### config.mk
export PLATFORM = sky130hd
export DESIGN_NAME = conductivity_ratio_averager_unit
export DESIGN_NICKNAME = d
export VERILOG_FILES = /design/src/hw/rtl/cra_pkg.sv /design/src/hw/rtl/conductivity_ratio_averager_unit.sv
export SDC_FILE = /design/constraint.sdc
export NUM_CORES = 1
export LEC_CHECK = 0
export BUFFER_PORTS_ARGS = -buffer_cell sky130_fd_sc_hd__buf_2
export CAP_MARGIN = 20
export CORE_ASPECT_RATIO = 0.5
export CORE_MARGIN = 5
export CORE_UTILIZATION = 45
export DETAILED_ROUTE_END_ITERATION = 10
export PLACE_DENSITY_LB_ADDON = 0.15
export SETUP_SLACK_MARGIN = 0.3
export SYNTH_ARGS = -nofsm -noshare
export SYNTH_HDL_FRONTEND = slang
export SYNTH_SLANG_ARGS = --single-unit
### constraint.sdc
create_clock -name clk -period 9.6 [get_ports clk]
set_input_delay 1.44 -clock clk [delete_from_list [all_inputs] [get_ports clk]]
set_output_delay 1.44 -clock clk [all_outputs]
set_load 0.01 [all_outputs]
### src/hw/rtl/cra_pkg.sv
// cra_pkg: shared constants, register indexes and sequencer states for the
// conductivity ratio averager; no dependencies
package cra_pkg;

  localparam int ADC_FIELD_W   = 12;
  localparam int CFG_INDEX_W   = 1;
  localparam int CFG_DATA_W    = 31;
  localparam int COUNT_W       = 8;
  localparam int PAIR_W        = 9;
  localparam int OUT_W         = 32;
  localparam int RATIO_SCALE_W = 17;

  localparam logic [RATIO_SCALE_W-1:0] RATIO_SCALE = 17'd100000;

  localparam logic [CFG_INDEX_W-1:0] REG_SAMPLE_COUNT   = 1'b0;
  localparam logic [CFG_INDEX_W-1:0] REG_HIGH_THRESHOLD = 1'b1;

  localparam logic [COUNT_W-1:0]    SAMPLE_COUNT_RESET   = 8'd10;
  localparam logic [CFG_DATA_W-1:0] HIGH_THRESHOLD_RESET = 31'd100000;

  localparam logic [OUT_W-1:0] SAT_POS = 32'h7fff_ffff;
  localparam logic [OUT_W-1:0] SAT_NEG = 32'h8000_0000;

  typedef enum logic [6:0] {
    S_IN        = 7'b0000001,
    S_LOAD      = 7'b0000010,
    S_DIV_RATIO = 7'b0000100,
    S_ACCUM     = 7'b0001000,
    S_CHECK     = 7'b0010000,
    S_DIV_AVG   = 7'b0100000,
    S_DONE      = 7'b1000000
  } state_t;

endpackage

### src/hw/rtl/conductivity_ratio_averager_unit.sv
// conductivity_ratio_averager_unit: phase sums, bit-serial ratio divider,
// running ratio sum and final average; depends on cra_pkg
//
// channel   dir  payload                                      transfer
// s_*       in   tdata {current_adc, voltage_adc}, tuser start  tvalid & tready
// m_*       out  tdata mean_ratio, tuser {err, above}           tvalid & tready
// cfg_*     in   index + data, written when cfg_we is high       cfg_we
//
// an item that does not end a low phase is taken and the unit stays ready
// an item that ends the settling pair or a zero voltage difference pair skips the divider
// any other low phase end runs the ratio divider, one restoring divider step per cycle
// over the 41-bit accumulator width; no new item is taken until it finishes
// the last pair of a run also runs the average through the same divider
// a finished result sits in the output register; a following result waits
// until it is taken. reset is synchronous and returns the run to idle
module conductivity_ratio_averager_unit #(
  parameter int READINGS_PER_PHASE = 5,
  parameter int ADC_BITS           = 12
) (
  input  logic                            clk,
  input  logic                            rst,
  input  logic                            s_tvalid,
  output logic                            s_tready,
  input  logic [2*cra_pkg::ADC_FIELD_W-1:0] s_tdata,  // voltage_adc, current_adc
  input  logic                            s_tuser,  // start_req
  output logic                            m_tvalid,
  input  logic                            m_tready,
  output logic [cra_pkg::OUT_W-1:0]       m_tdata,  // mean_ratio
  output logic [1:0]                      m_tuser,  // above_threshold, divide_error
  input  logic                            cfg_we,
  input  logic [cra_pkg::CFG_INDEX_W-1:0] cfg_index,
  input  logic [cra_pkg::CFG_DATA_W-1:0]  cfg_data
);
  import cra_pkg::*;

  localparam int SUM_W = ADC_BITS + $clog2(READINGS_PER_PHASE);
  localparam int DIFF_W = SUM_W + 1;
  localparam int NUM_W = SUM_W + RATIO_SCALE_W;
  localparam int ACC_W = NUM_W + COUNT_W + 1;
  localparam int DVR_W = (SUM_W > COUNT_W) ? SUM_W : COUNT_W;
  localparam int CNT_W = $clog2(ACC_W + 1);
  localparam int IDX_W = $clog2(READINGS_PER_PHASE + 1);
  localparam logic [ADC_FIELD_W-1:0] ADC_MASK = (ADC_BITS >= ADC_FIELD_W) ?
    {ADC_FIELD_W{1'b1}} : ADC_FIELD_W'((1 << ADC_BITS) - 1);

  state_t state, state_next;

  logic [COUNT_W-1:0]    sample_count;
  logic [CFG_DATA_W-1:0] high_threshold;

  logic [IDX_W-1:0]  reading_index, reading_index_next;
  logic              phase_low, phase_low_next;
  logic [SUM_W-1:0]  voltage_phase_sum, voltage_phase_sum_next;
  logic [SUM_W-1:0]  current_phase_sum, current_phase_sum_next;
  logic [SUM_W-1:0]  voltage_high_value, voltage_high_value_next;
  logic [SUM_W-1:0]  current_high_value, current_high_value_next;
  logic [PAIR_W-1:0] pair_counter, pair_counter_next;
  logic signed [ACC_W-1:0] ratio_sum, ratio_sum_next;
  logic              error_seen, error_seen_next;
  logic              running, running_next;

  logic [SUM_W-1:0]  cd_mag, cd_mag_next;
  logic [ACC_W-1:0]  div_shift, div_shift_next;
  logic [DVR_W-1:0]  divisor, divisor_next;
  logic [DVR_W-1:0]  rem, rem_next;
  logic [CNT_W-1:0]  div_cnt, div_cnt_next;
  logic              q_neg, q_neg_next;

  logic              m_tvalid_next;
  logic [OUT_W-1:0]  m_tdata_next;
  logic [1:0]        m_tuser_next;

  logic [ADC_FIELD_W-1:0] v_in, c_in;
  logic [DVR_W:0]    rem_try, rem_sub;
  logic              fits;
  logic [NUM_W-1:0]  product;
  logic [COUNT_W-1:0] count;
  logic [ACC_W-1:0]  q_signed;
  logic [ACC_W-1:0]  sum_mag;

  // per-item working values
  logic [IDX_W-1:0]  idx_w;
  logic              ph_w;
  logic [SUM_W-1:0]  vs_w, cs_w, vh_w, ch_w;
  logic [PAIR_W-1:0] pc_w;
  logic signed [DIFF_W-1:0] vd, cd;
  logic [DIFF_W-1:0] vd_abs, cd_abs;

  assign v_in = s_tdata[ADC_FIELD_W-1:0] & ADC_MASK;
  assign c_in = s_tdata[2*ADC_FIELD_W-1:ADC_FIELD_W] & ADC_MASK;
  assign s_tready = (state == S_IN);

  // one restoring division step
  assign rem_try = {rem, div_shift[ACC_W-1]};
  assign rem_sub = rem_try - {1'b0, divisor};
  assign fits = (rem_try >= {1'b0, divisor});

  assign product = NUM_W'(cd_mag) * NUM_W'(RATIO_SCALE);
  assign count = (sample_count == '0) ? COUNT_W'(1) : sample_count;
  assign q_signed = q_neg ? (~div_shift + ACC_W'(1)) : div_shift;
  assign sum_mag = ratio_sum[ACC_W-1] ? ACC_W'(-ratio_sum) : ACC_W'(ratio_sum);

  always_comb begin
    state_next = state;
    reading_index_next = reading_index;
    phase_low_next = phase_low;
    voltage_phase_sum_next = voltage_phase_sum;
    current_phase_sum_next = current_phase_sum;
    voltage_high_value_next = voltage_high_value;
    current_high_value_next = current_high_value;
    pair_counter_next = pair_counter;
    ratio_sum_next = ratio_sum;
    error_seen_next = error_seen;
    running_next = running;
    cd_mag_next = cd_mag;
    div_shift_next = div_shift;
    divisor_next = divisor;
    rem_next = rem;
    div_cnt_next = div_cnt;
    q_neg_next = q_neg;
    m_tvalid_next = m_tvalid && !m_tready;
    m_tdata_next = m_tdata;
    m_tuser_next = m_tuser;

    idx_w = reading_index;
    ph_w = phase_low;
    vs_w = voltage_phase_sum;
    cs_w = current_phase_sum;
    vh_w = voltage_high_value;
    ch_w = current_high_value;
    pc_w = pair_counter;
    vd = '0;
    cd = '0;
    vd_abs = '0;
    cd_abs = '0;

    unique case (state) inside
      S_IN: begin
        if (s_tvalid) begin
          if (s_tuser) begin
            idx_w = '0;
            ph_w = 1'b0;
            vs_w = '0;
            cs_w = '0;
            vh_w = '0;
            ch_w = '0;
            pc_w = '0;
            ratio_sum_next = '0;
            error_seen_next = 1'b0;
            running_next = 1'b1;
          end
          if (s_tuser || running) begin
            vs_w = vs_w + SUM_W'(v_in);
            cs_w = cs_w + SUM_W'(c_in);
            idx_w = idx_w + IDX_W'(1);
            if (idx_w == IDX_W'(READINGS_PER_PHASE)) begin
              idx_w = '0;
              if (!ph_w) begin
                vh_w = vs_w;
                ch_w = cs_w;
                vs_w = '0;
                cs_w = '0;
                ph_w = 1'b1;
              end else begin
                vd = $signed({1'b0, vh_w}) - $signed({1'b0, vs_w});
                cd = $signed({1'b0, ch_w}) - $signed({1'b0, cs_w});
                vd_abs = vd[DIFF_W-1] ? DIFF_W'(-vd) : DIFF_W'(vd);
                cd_abs = cd[DIFF_W-1] ? DIFF_W'(-cd) : DIFF_W'(cd);
                vs_w = '0;
                cs_w = '0;
                ph_w = 1'b0;
                state_next = S_CHECK;
                if (pc_w != '0) begin
                  if (vd == '0) begin
                    error_seen_next = 1'b1;
                  end else begin
                    cd_mag_next = cd_abs[SUM_W-1:0];
                    divisor_next = DVR_W'(vd_abs[SUM_W-1:0]);
                    q_neg_next = vd[DIFF_W-1] ^ cd[DIFF_W-1];
                    state_next = S_LOAD;
                  end
                end
                pc_w = pc_w + PAIR_W'(1);
              end
            end
          end
          reading_index_next = idx_w;
          phase_low_next = ph_w;
          voltage_phase_sum_next = vs_w;
          current_phase_sum_next = cs_w;
          voltage_high_value_next = vh_w;
          current_high_value_next = ch_w;
          pair_counter_next = pc_w;
        end
      end
      S_LOAD: begin
        div_shift_next = ACC_W'(product);
        rem_next = '0;
        div_cnt_next = CNT_W'(ACC_W);
        state_next = S_DIV_RATIO;
      end
      S_DIV_RATIO, S_DIV_AVG: begin
        rem_next = fits ? rem_sub[DVR_W-1:0] : rem_try[DVR_W-1:0];
        div_shift_next = {div_shift[ACC_W-2:0], fits};
        div_cnt_next = div_cnt - CNT_W'(1);
        if (div_cnt == CNT_W'(1)) begin
          state_next = (state == S_DIV_RATIO) ? S_ACCUM : S_DONE;
        end
      end
      S_ACCUM: begin
        ratio_sum_next = ratio_sum + $signed(q_signed);
        state_next = S_CHECK;
      end
      S_CHECK: begin
        if (pair_counter >= PAIR_W'(count) + PAIR_W'(1)) begin
          div_shift_next = sum_mag;
          divisor_next = DVR_W'(count);
          q_neg_next = ratio_sum[ACC_W-1];
          rem_next = '0;
          div_cnt_next = CNT_W'(ACC_W);
          state_next = S_DIV_AVG;
        end else begin
          state_next = S_IN;
        end
      end
      S_DONE: begin
        if (!m_tvalid || m_tready) begin
          if (!q_neg && div_shift > ACC_W'(SAT_POS)) begin
            m_tdata_next = SAT_POS;
          end else if (q_neg && div_shift > ACC_W'(SAT_NEG)) begin
            m_tdata_next = SAT_NEG;
          end else begin
            m_tdata_next = q_signed[OUT_W-1:0];
          end
          m_tuser_next = {error_seen,
                          !q_neg && (div_shift > ACC_W'(high_threshold))};
          m_tvalid_next = 1'b1;
          reading_index_next = '0;
          phase_low_next = 1'b0;
          voltage_phase_sum_next = '0;
          current_phase_sum_next = '0;
          voltage_high_value_next = '0;
          current_high_value_next = '0;
          pair_counter_next = '0;
          ratio_sum_next = '0;
          error_seen_next = 1'b0;
          running_next = 1'b0;
          state_next = S_IN;
        end
      end
      default: state_next = S_IN;
    endcase
  end

  always_ff @(posedge clk) begin
    if (rst) begin
      state <= S_IN;
      sample_count <= SAMPLE_COUNT_RESET;
      high_threshold <= HIGH_THRESHOLD_RESET;
      reading_index <= '0;
      phase_low <= 1'b0;
      voltage_phase_sum <= '0;
      current_phase_sum <= '0;
      voltage_high_value <= '0;
      current_high_value <= '0;
      pair_counter <= '0;
      ratio_sum <= '0;
      error_seen <= 1'b0;
      running <= 1'b0;
      div_cnt <= '0;
      m_tvalid <= 1'b0;
    end else begin
      state <= state_next;
      if (cfg_we) begin
        unique case (cfg_index)
          REG_SAMPLE_COUNT:   sample_count <= cfg_data[COUNT_W-1:0];
          REG_HIGH_THRESHOLD: high_threshold <= cfg_data;
          default: ;
        endcase
      end
      reading_index <= reading_index_next;
      phase_low <= phase_low_next;
      voltage_phase_sum <= voltage_phase_sum_next;
      current_phase_sum <= current_phase_sum_next;
      voltage_high_value <= voltage_high_value_next;
      current_high_value <= current_high_value_next;
      pair_counter <= pair_counter_next;
      ratio_sum <= ratio_sum_next;
      error_seen <= error_seen_next;
      running <= running_next;
      div_cnt <= div_cnt_next;
      m_tvalid <= m_tvalid_next;
    end
    cd_mag <= cd_mag_next;
    div_shift <= div_shift_next;
    divisor <= divisor_next;
    rem <= rem_next;
    q_neg <= q_neg_next;
    m_tdata <= m_tdata_next;
    m_tuser <= m_tuser_next;
  end

  a_div_cnt_live: assert property (@(posedge clk) disable iff (rst)
    (state == S_DIV_RATIO || state == S_DIV_AVG) |-> div_cnt != '0)
    else $error("divider running with an empty step count");

  a_index_range: assert property (@(posedge clk) disable iff (rst)
    reading_index < IDX_W'(READINGS_PER_PHASE))
    else $error("reading index out of range");

  a_pair_bound: assert property (@(posedge clk) disable iff (rst)
    pair_counter <= PAIR_W'(256))
    else $error("pair counter past the longest run");

  a_result_source: assert property (@(posedge clk) disable iff (rst)
    $rose(m_tvalid) |-> $past(state == S_DONE))
    else $error("result loaded outside the completion state");

  a_idle_after_result: assert property (@(posedge clk) disable iff (rst)
    (state == S_DONE && (!m_tvalid || m_tready)) |=> !running && state == S_IN)
    else $error("run not closed after its result");

endmodule

==> flow_summary.toml <==
[logic_synthesis]
synthAdderAreaFrac_pct = 17.49
synthMostInstantiatedCell = "ha_1"
synth_common_cells = "ha_1, nand2_1, inv_1"
synth_compound_area_share_pct = 20.18
synth_area_per_cell_sq_um = 8.561
synthArstFlopShare_pct = 0
yosys.area.top_type = "edfxtp_1"
yosys_warnings = 0
yosys-top-cells-area = "edfxtp_1, dfxtp_1, ha_1, xor2_1, o21ai_0"
synth_xor_area_share_pct = 7.959
syn_area_sq_mm = 0.02355
synth_cell_types = 95
synthSimpleGateAreaFrac_pct = 18.33
ys_ff_latch = 290
synth_top_area_share_pct = 15.43
synth_top_family_by_area = "compound AO/OA/AOI/OAI gates"
synth_nets = 3113
synth-main-ff-cell = "dfxtp_1"
yosys-mux-area-fraction_pct = 0.9510
seq_area_frac_synth_pct = 29.79
postSynthCellCount = 2751
synth_edf_count = 121

[clock_network]
cts_tree = "yes"
clk_pin_slew_worst_paths_ns = 0.07
cts-htree-levels = 1
numCtsBuffers = 30
max-clock-path-buffers = 3
root_buffer = "clkbuf_16"
post_cts_buffers = 0
insertion_delay_ns = 0.59
cts_sinks = 290
cts_resized = 0
hold_buffers = 0

[power]
p_seq_share_pct = 40.4
cellLeakagePower_uw = 0.01116
switching_share_pct = 31.81
p_sw_uw = 1087
p_per_area_mw_per_mm2 = 132.8
p_clk_share_pct = 36.3
p_int_uw = 2330
ir_drop_v = 0.0001169
p_comb_share_pct = 23.3

[final_layout]
area_growth_pct = 9.255
fin_util_pct = 49.58
fillers = 5036
antenna_cells = 0
final_cell_area_sq_mm = 0.02573
fin_nets = 3165
drive_gt1_share_pct = 7.534

[floorplanning]
initial_core_util_pct = 45.38
fp.dieArea_sq_mm = 0.05729
die_x_um = 333.5
core_region_area_sq_mm = 0.05190
ioPinCount = 98
die_h_um = 171.8
row_count = 59

[route]
first_iter_violations = 1428
wl_per_cell_um = 17.29
viasPerCell = 5.580
ant_nets = 0
remaining_drc_errors = 0
wl_um = 60990
vias = 19685
first_pass_iters = 5

[global_route]
grt_pass1_vias = 18410
grt_max_degree = 69
grt_usage_pct = 20.88
grt_first_pass_wirelength_um = 99200
antenna_found_initial = 0
grt_overflow_total = 0

[timing]
finalSetupTns_ns = 0
fin_crit_sh_pct = 72.36
rsz0062_at_grt = "no"
worst_pin_slew_ns = 0.9892
finClkSkew_ns = 0.02049
relSlewSlack_pct = 33.89
period_needed_ns = 6.947
finalSetupViolations = 0
fmaxAchievable_mhz = 144.0
drv_slew = 0
hold_viol_final = 0

[hold_path]
holdPathStages = 2
hold_path_end = "voltage_high_value[13]$_SDFFE_PP0P_"
worstHoldPathType = "reg2reg"
hold_start = "voltage_high_value[13]$_SDFFE_PP0P_"

[outcome]
status = "finished, final reports clean"

[job]
drv_cap = 0

[placed_design]
io_buffers = 97
dpl-instance-area_sq_mm = 0.02470
dp_hpwl_um = 46540
gp_congestion = 0.8733

[setup_path]
required_ns = 9.93
critPathMaxFanout = 46
path_cells = "buf_2 > nor2b_1 > ha_1 > a21o_1 > maj3_1 > a31oi_1 > nand2_1 > a31oi_1 > o21bai_1 > a21oi_1 > xnor2_1 > inv_1 > ha_1 > inv_1 > nor4_1 > a21oi_1 > o311ai_0 > nor3b_1 > nand3_1 > or4b_1 > nor2_1 > nor2_1 > buf_4"
end_kind = "register"
r2r-end = "cd_mag[11]$_DFFE_PP_"
ff2ff_setup_slack_ns = 3.81
max_stage_delay_ns = 0.61
critPathSlowestCell = "buf_2"
cp-start-kind = "input pin"
worstRegToRegCells = 22
crit_arrival_ns = 7.28
rr_startpoint = "voltage_phase_sum[1]$_SDFFE_PP0P_"
crit_type = "in2reg"
## state kept, by name (all words and copies together) (netlist names), 2 cells and up
signal and count:
state 7, div_shift 41, div_cnt 6, pair_counter 9, m_tuser 2, rem 15, current_high_value 15, sample_count 8
voltage_high_value 15, high_threshold 31, m_tdata 32, reading_index 3, current_phase_sum 15, divisor 15, cd_mag 15, voltage_phase_sum 15
ratio_sum 41
## metal layers
| layer | GRT usage [%] | wire length, um |
|---|---|---|
| met5 | 0 | 0 |
| met2 | 32.82 | 25640 |
| met4 | 3.166 | 907 |
| met3 | 2.545 | 2699 |
| met1 | 31.51 | 31740 |
## critical path, delay by kind of cell
kind | cells | cell delay (ns)
buffers and inverters | 4 | 1.06
adders and majority gates | 3 | 1.05
and+or+nand+nor | 8 | 2.17
AOI/OAI and AO/OA | 7 | 1.32
xor gates and xnor gates | 1 | 0.19
## cell families after synthesis
logic type / after synthesis
XOR/XNOR: 214
flip-flops: 290
AND/OR/NAND/NOR: 866
multiplexers: 22
buffers and inverters: 326
adder cells (fa/ha/maj): 302
AO/OA/AOI/OAI: 731
## cells in the final DEF (no fill, tap or decap), types with 8 or more instances in the layout
cell type  instances
o41ai_1           13
nand3b_1           9
o21ai_1           10
and3_1            19
xor2_1           112
or3_1             22
mux2i_1           19
o31ai_1           24
nand4_1           27
or4_1             13
ha_1             254
fa_1              46
inv_1            228
buf_2             96
and2_1            17
o211ai_1          17
nand3_1           35
a22oi_1           81
nor2b_1           81
a21oi_1          161
o31a_1            10
a311oi_1           8
nor3_1            52
a31oi_1           27
clkbuf_16         32
buf_4             21
or2_2             13
dfxtp_1          169
o21ai_0          193
nand2_1          241
a21o_1            59
nor2_1           223
xnor2_1          102
a211oi_1          12
nor4_1            20
edfxtp_1         121
o21a_1            23
nand2b_1          50
## how the worst max path moves through the flow
stage          startpoint              endpoint  slack (ns)
2_1_floorplan     s_tuser  divisor[0]$_DFFE_PP_        1.21
3_3_place_gp      s_tuser  cd_mag[10]$_DFFE_PP_        2.01
3_5_place_dp      s_tuser   cd_mag[8]$_DFFE_PP_        2.09
4_1_cts           s_tuser  cd_mag[11]$_DFFE_PP_        2.69
5_1_grt           s_tuser  cd_mag[11]$_DFFE_PP_        2.23
6_report          s_tuser  cd_mag[11]$_DFFE_PP_        2.65
## per-stage QoR
stage | setup slack, ns | total power (uW) | instances | hold slack (ns)
floorplan | 1.212 | 1970 | 2751 | 0.4019
global placement | 2.011 | 2192 | 3471 | 0.4278
detailed placement | 2.092 | 2199 | 3472 | 0.4374
CTS | 2.695 | 3447 | 3528 | 0.4532
global route | 2.234 | 3599 | 3528 | 0.4738
finish | 2.653 | 3416 | 3528 | 0.4476
## layout make-up
type	count	area, sq um	share of cell area (%)
clock buffers	45	909.6	3.535
clock inverters	11	116.4	0.4522
inverters	229	859.6	3.341
multi-input cells	2135	15310	59.51
flip-flops and latches	290	7017	27.27
well taps	701	877.1	3.409
repair buffers	117	638.1	2.480
## power groups by stage
stage          clock network (uW)  logic (uW)  registers (uW)
6_report                     1240         797            1380
5_1_grt                      1320         890            1390
4_1_cts                      1270         800            1380
3_5_place_dp                    0         793            1410
3_3_place_gp                    0         786            1410
2_1_floorplan                   0         571            1400
No activity file was read; power rests on OpenSTA's default activity.
